**src/sv/fpc_pkg.sv**
```systemverilog
// ============================================================================
// fpc_pkg: shared types, codes and functions of the pixel converter
// Holds the format and opcode codes, the YUV coefficients and the packing logic.
// ============================================================================
`default_nettype none

package fpc_pkg;

    // Number of palette entries by default.
    localparam int PALETTE_DEPTH_DEFAULT = 256;

    // Input item opcodes.
    localparam logic OP_PIXEL     = 1'b0;
    localparam logic OP_PAL_WRITE = 1'b1;

    // Source formats.
    localparam logic [1:0] FMT_YUV     = 2'd0;
    localparam logic [1:0] FMT_RGB     = 2'd1;
    localparam logic [1:0] FMT_PALETTE = 2'd2;
    localparam logic [1:0] FMT_BW      = 2'd3;

    // Configuration register indexes.
    localparam logic [1:0] CFG_SOURCE_FORMAT = 2'd0;
    localparam logic [1:0] CFG_OUT_BPP       = 2'd1;
    localparam logic [1:0] CFG_RED_LOW       = 2'd2;

    // Configuration reset values.
    localparam logic [1:0] SOURCE_FORMAT_RST = FMT_YUV;
    localparam logic [2:0] OUT_BPP_RST       = 3'd4;
    localparam logic       RED_LOW_RST       = 1'b0;

    // Output packing modes (bytes per pixel).
    localparam logic [2:0] BPP_GRAY8  = 3'd1;
    localparam logic [2:0] BPP_GRAY16 = 3'd2;
    localparam logic [2:0] BPP_RGB24  = 3'd3;
    localparam logic [2:0] BPP_RGB32  = 3'd4;

    // Q16 color coefficients. The largest one needs a 19-bit signed field.
    localparam logic signed [18:0] K_RU = 19'sd3;
    localparam logic signed [18:0] K_RV = 19'sd74711;
    localparam logic signed [18:0] K_GU = 19'sd25887;
    localparam logic signed [18:0] K_GV = 19'sd38076;
    localparam logic signed [18:0] K_BU = 19'sd133169;
    localparam logic signed [18:0] K_BV = 19'sd33;

    // Reciprocal of three in Q11; exact floor for sums up to 765.
    localparam logic [9:0] RECIP3_Q11 = 10'd683;

    typedef struct packed {
        logic [7:0] r;
        logic [7:0] g;
        logic [7:0] b;
    } rgb_t;

    typedef struct packed {
        logic [2:0] bpp;
        logic       red_low;
    } pack_cfg_t;

    function automatic logic [7:0] gray3(input rgb_t px);
        logic [9:0]  sum;
        logic [19:0] prod;
        begin
            sum  = 10'(px.r) + 10'(px.g) + 10'(px.b);
            prod = 20'(sum) * 20'(RECIP3_Q11);
            gray3 = prod[18:11];
        end
    endfunction

    function automatic logic [23:0] pack_pixel(input rgb_t px, input pack_cfg_t cfg);
        logic [7:0] gray;
        begin
            gray = gray3(px);
            unique case (cfg.bpp)
                BPP_GRAY8:  pack_pixel = {16'd0, gray};
                BPP_GRAY16: pack_pixel = {8'd0, gray, 8'd0};
                BPP_RGB24,
                BPP_RGB32:
                begin
                    if (cfg.red_low)
                    begin
                        pack_pixel = {px.b, px.g, px.r};
                    end
                    else
                    begin
                        pack_pixel = {px.r, px.g, px.b};
                    end
                end
                default:    pack_pixel = 24'd0;
            endcase
        end
    endfunction

endpackage

`default_nettype wire

```
**src/sv/fpc_color.sv**
```systemverilog
// ============================================================================
// fpc_color: source color decode
// Turns a YUV, RGB or palette source item into one RGB triple.
// ============================================================================
`default_nettype none

module fpc_color (
    input  wire logic [1:0]    source_format,
    input  wire logic [7:0]    sample_a,
    input  wire logic [7:0]    sample_b,
    input  wire logic [7:0]    sample_c,
    input  wire fpc_pkg::rgb_t pal_data,
    input  wire logic          pal_hit,
    output fpc_pkg::rgb_t      rgb
);

    logic signed [8:0]  u;
    logic signed [8:0]  v;
    logic signed [27:0] y_q;
    logic signed [27:0] sum_r;
    logic signed [27:0] sum_g;
    logic signed [27:0] sum_b;
    fpc_pkg::rgb_t      yuv_rgb;

    function automatic logic [7:0] clamp_q16(input logic signed [27:0] s);
        begin
            if (s[27])
            begin
                clamp_q16 = 8'd0;
            end
            else if (s[26:24] != 3'd0)
            begin
                clamp_q16 = 8'hff;
            end
            else
            begin
                clamp_q16 = s[23:16];
            end
        end
    endfunction

    // The chroma products are formed at the full 28-bit sum width so that the
    // largest term, about 2^24 in magnitude, keeps its sign.
    always_comb
    begin
        u     = $signed({1'b0, sample_b}) - 9'sd128;
        v     = $signed({1'b0, sample_c}) - 9'sd128;
        y_q   = $signed({4'd0, sample_a, 16'd0});
        sum_r = y_q - 28'(u) * 28'(fpc_pkg::K_RU) + 28'(v) * 28'(fpc_pkg::K_RV);
        sum_g = y_q - 28'(u) * 28'(fpc_pkg::K_GU) - 28'(v) * 28'(fpc_pkg::K_GV);
        sum_b = y_q + 28'(u) * 28'(fpc_pkg::K_BU) - 28'(v) * 28'(fpc_pkg::K_BV);
        yuv_rgb.r = clamp_q16(sum_r);
        yuv_rgb.g = clamp_q16(sum_g);
        yuv_rgb.b = clamp_q16(sum_b);
    end

    always_comb
    begin
        unique case (source_format)
            fpc_pkg::FMT_YUV: rgb = yuv_rgb;
            fpc_pkg::FMT_RGB: rgb = '{r: sample_a, g: sample_b, b: sample_c};
            fpc_pkg::FMT_PALETTE:
            begin
                rgb = pal_hit ? pal_data : '0;
            end
            default:          rgb = '0;
        endcase
    end

endmodule

`default_nettype wire

```
**config.mk**
```make
export PLATFORM = sky130hd
export DESIGN_NAME = fpc_color
export DESIGN_NICKNAME = d
export VERILOG_FILES = /design/src/sv/fpc_pkg.sv /design/src/sv/fpc_color.sv
export SDC_FILE = /design/constraint.sdc
export NUM_CORES = 1
export LEC_CHECK = 0
export BUFFER_PORTS_ARGS = -buffer_cell sky130_fd_sc_hd__clkbuf_2
export CAP_MARGIN = 30
export CORE_MARGIN = 10
export CORE_UTILIZATION = 65
export DETAILED_ROUTE_END_ITERATION = 12
export PLACE_DENSITY = 0.94
export SYNTH_ARGS = -nofsm -noshare
export SYNTH_HDL_FRONTEND = slang
export SYNTH_SLANG_ARGS = --single-unit
```
**constraint.sdc**
```tcl
create_clock -name vclk -period 30.7
set_input_delay 6.14 -clock vclk [all_inputs]
set_output_delay 6.14 -clock vclk [all_outputs]
set_load 0.1 [all_outputs]
```
## Word level (Yosys, flattened, before mapping)

Cells that the tools add are included.

- Equality and inequality tests: 2
- Multipliers: 6
- Reductions and logical operators: 4
- Add/subtract/negate cells: 8
- Multiplexer cells: 8

Operators with widths:

| operator | count |
|---|---|
| $pmux W24 S3 | 1 |
| $mux W8 | 6 |
| $add A25 B28 Y28 | 1 |
| $add A26 B27 Y28 | 1 |
| $mul A9 B19 Y28 const B | 1 |
| $sub A28 B16 Y28 | 1 |
| $mul A9 B18 Y27 const B | 1 |
| $sub A26 B26 Y27 | 1 |
| $sub A25 B12 Y26 | 1 |
| $sub A25 B25 Y26 | 1 |
| $mul A9 B16 Y25 const B | 1 |
| $mul A9 B15 Y24 const B | 1 |
| $mux W24 | 1 |
| $sub A8 B8 Y9 const B | 2 |
| $mul A9 B7 Y16 const B | 1 |
| $mul A9 B3 Y12 const B | 1 |
| $reduce_bool A3 Y1 | 3 |
| $eq A2 B1 Y1 const B | 1 |
| $eq A2 B2 Y1 const B | 1 |
| $logic_not A2 Y1 | 1 |

- Input port bits: 51
- Output and inout port bits: 24
- Register bits after elaboration: 0
- Logic and storage cells: 28

## Longest topological paths before layout

- Depth in word-level cells: 8
- Depth in mapped cells: 38
- Mapped depth without buffers: 37

## Least setup slack after synthesis

No wires, ideal clock.

- Path kind: input to output
- From: input sample_c[7]
- To: output rgb[10] in the netlist's numbering
- Data required time: 24.560 ns
- Stages on the path: 36
- Arrival: 16.408 ns
- Slack: 8.152 ns
- Path buffers: 1
- Cells stage by stage: clkbuf_1 > inv_1 > ha_1 > inv_1 > ha_1 > inv_1 > fa_1 > fa_1 > fa_1 > inv_1 > ha_1 > inv_1 > o21bai_1 > a31o_2 > a41oi_1 > o31a_1 > nor2b_1 > xnor2_1 > ha_1 > inv_1 > fa_1 > inv_1 > fa_1 > inv_1 > fa_1 > fa_1 > ha_1 > nand3_1 > nor2_1 > and2_1 > a22oi_1 > nand3_1 > a41oi_1 > xnor2_1 > nand2_1 > o21ai_0

RTL lines:

| element | RTL line | source |
|---|---|---|
| start: declaration | fpc_color.sv:11 | `input wire logic [7:0] sample_c,` |
| end: declaration | fpc_color.sv:14 | `output fpc_pkg::rgb_t rgb` |

==> flow_metrics.py <==
metrics = {
    "clock_network": {
        "cts_hold_buf": 0,
        "post-cts-setup-buffer-count": 0,
        "cts_resized": 0,
    },
    "logic_synthesis": {
        "netlist_area_um2": 13300,
        "syn_inst": 1426,
        "yosys-top-cells-area": "fa_1 35%, ha_1 33%, inv_1 11%, xnor2_1 3.0%, a21oi_1 1.9%",
        "yosysTopAreaCell": "fa_1",
        "synth.distinct_cells": 60,
        "yosysWarnings": 0,
        "yosysSeqAreaShare_pct": 0,
        "syn-num-nets": 2058,
        "synth_top_area_share_pct": 34.9,
        "syn_area_per_cell_um2": 9.34,
        "yosysMostFrequentCell": "inv_1",
        "netlist_top_cells_count": "408 x inv_1, 349 x ha_1, 232 x fa_1",
    },
    "route": {
        "vias": 10400,
        "drc": 0,
        "drt-total-wl_mm": 34.6,
        "drtPass1Iterations": 5,
        "routedWlPerCell_um": 19.6,
        "avgViaCountPerCell": 5.90,
        "first_iter_violations": 663,
        "final_antenna_net_count": 0,
    },
    "final_layout": {
        "seqCellArea_um2": 0,
        "drive_gt1_share_pct": 6.35,
        "fill_cells": 1471,
        "nNetsFinal": 2130,
        "n_sequential_cell": 0,
        "antenna-diode-count": 0,
        "final_area_um2": 14000,
        "area_growth_pct": 5.36,
        "finalNonFillerCells": 1766,
        "clockBufferCount": 0,
    },
    "global_routing": {
        "grt_antenna_before_repair": 0,
        "first_global_vias": 11400,
        "grt_usage_pct": 26.3,
        "grt_pass1_wl_mm": 56.2,
        "overflow": 0,
        "grt_max_degree": 40,
    },
    "status": {
        "status": "finished clean",
    },
    "timing": {
        "timing.fmax_ghz": 0.0457,
        "worst_slew_pin_slew_ps": 669,
        "layout_min_cycle_time_ps": 21880,
        "slew_headroom_pct": 54.1,
        "rsz0062_at_grt": "no",
        "period_share_pct": 71.3,
        "finalSetupViolCount": 0,
        "tns_ps": 0,
        "hold_viol": 0,
        "drv_slew": 0,
    },
    "setup_path": {
        "slowest_stage": "fa_1",
        "criticalPathCategory": "in2out",
        "end_kind": "output pin",
        "path_max_fanout": 16,
        "cpMostUsedCell": "inv_1",
        "crit_required_ps": 24560,
        "cp_data_arrival_time_ps": 15740,
        "critPathLaunchType": "primary input",
        "cpPeakStageDelay_ps": 490,
    },
    "place": {
        "place_inst": 1766,
        "placed_area_um2": 14000,
        "dpl.hpwl_mm": 30.0,
        "gp_congestion": 0.933,
        "portBuffers": 75,
    },
    "hold_path": {
        "hold_depth": 4,
        "whs_endpoint": "rgb[9]",
        "min_path_type": "in2out",
        "holdCritStartpoint": "pal_data[9]",
    },
    "floorplanning": {
        "dieArea_um2": 26600,
        "row_count": 52,
        "dieWidth_um": 163,
        "die_y_um": 163,
        "core_um2": 20200,
        "ioPinCount": 75,
        "initial_core_util_pct": 66.0,
    },
    "flow_run": {
        "max_cap_violations": 0,
    },
}
-- cell usage in the layout (no fill, tap or decap), types with 9 or more instances in the layout --
master | synthesis | final
o21ai_0 | 32 | 32
o21a_1 | 9 | 9
a21oi_1 | 51 | 51
nor2_1 | 44 | 44
fa_1 | 232 | 232
a21o_1 | 26 | 26
inv_1 | 408 | 408
a211oi_1 | 11 | 11
ha_1 | 349 | 349
nand2_1 | 31 | 31
a22oi_1 | 30 | 30
clkbuf_2 | 0 | 75
and3_1 | 9 | 9
xnor2_1 | 46 | 46
nor3_1 | 13 | 13
xor2_1 | 18 | 18
-- stage by stage --
| step | worst slack [ps] | hold WS (ps) | utilization, % |
|---|---|---|---|
| 2_1_floorplan | 8150 | 13030 | - |
| 3_3_place_gp | 9310 | 12920 | 69.6 |
| 3_5_place_dp | 8990 | 12940 | 69.6 |
| 4_1_cts | 8980 | 12940 | 69.6 |
| 5_1_grt | 8230 | 12960 | 69.6 |
| 6_report | 8820 | 12930 | 69.6 |
-- critical path: cells and delay by family --
kind / cells / cell delay [ps]
adders and majority gates: 12 / 4490
xor gates and xnor gates: 1 / 170
AOI/OAI and AO/OA: 10 / 2260
buffers and inverters: 9 / 1790
and+or+nand+nor: 5 / 860
-- routing by layer --
metal / up-vias / wire length, µm / track usage [%]
met1: 5125 / 13300 / 31.8
li1: 4685 / - / -
met3: 146 / 2500 / 3.67
met5: - / 0 / 0
met2: 460 / 16700 / 44.8
met4: 0 / 2080 / 13.2
-- how the worst max path moves through the flow --
stage / end / start / cells past startpoint
CTS: rgb[8] / sample_c[0] / 37
global placement: rgb[15] / sample_c[6] / 37
finish: rgb[8] / sample_c[6] / 37
floorplan: rgb[10] / sample_c[7] / 36
global route: rgb[10] / sample_c[6] / 39
detailed placement: rgb[8] / sample_c[0] / 37
-- cell type report --
class | instances | area [µm²] | share of cell area [%]
Timing Repair Buffer | 80 | 413 | 2.94
Tap cell | 270 | 338 | 2.41
Inverter | 408 | 1530 | 10.9
Multi-Input combinational cell | 1008 | 11800 | 83.7
-- logic make-up (layout without fill, tap and decap cells) --
logic type / after synthesis / after routing / synth area share (%)
AOI/OAI and AO/OA: 206 / 206 / 10.1
muxes: 7 / 7 / 0.545
and+or+nand+nor: 149 / 149 / 5.65
xor gates and xnor gates: 64 / 64 / 4.21
other: 1 / 1 / 0.0282
buffers and inverters: 418 / 488 / 11.8
adders and majority gates: 581 / 581 / 67.6
Power is not shown: default switching activity piles up to over one toggle a cycle in this logic, so the estimate is an artifact.
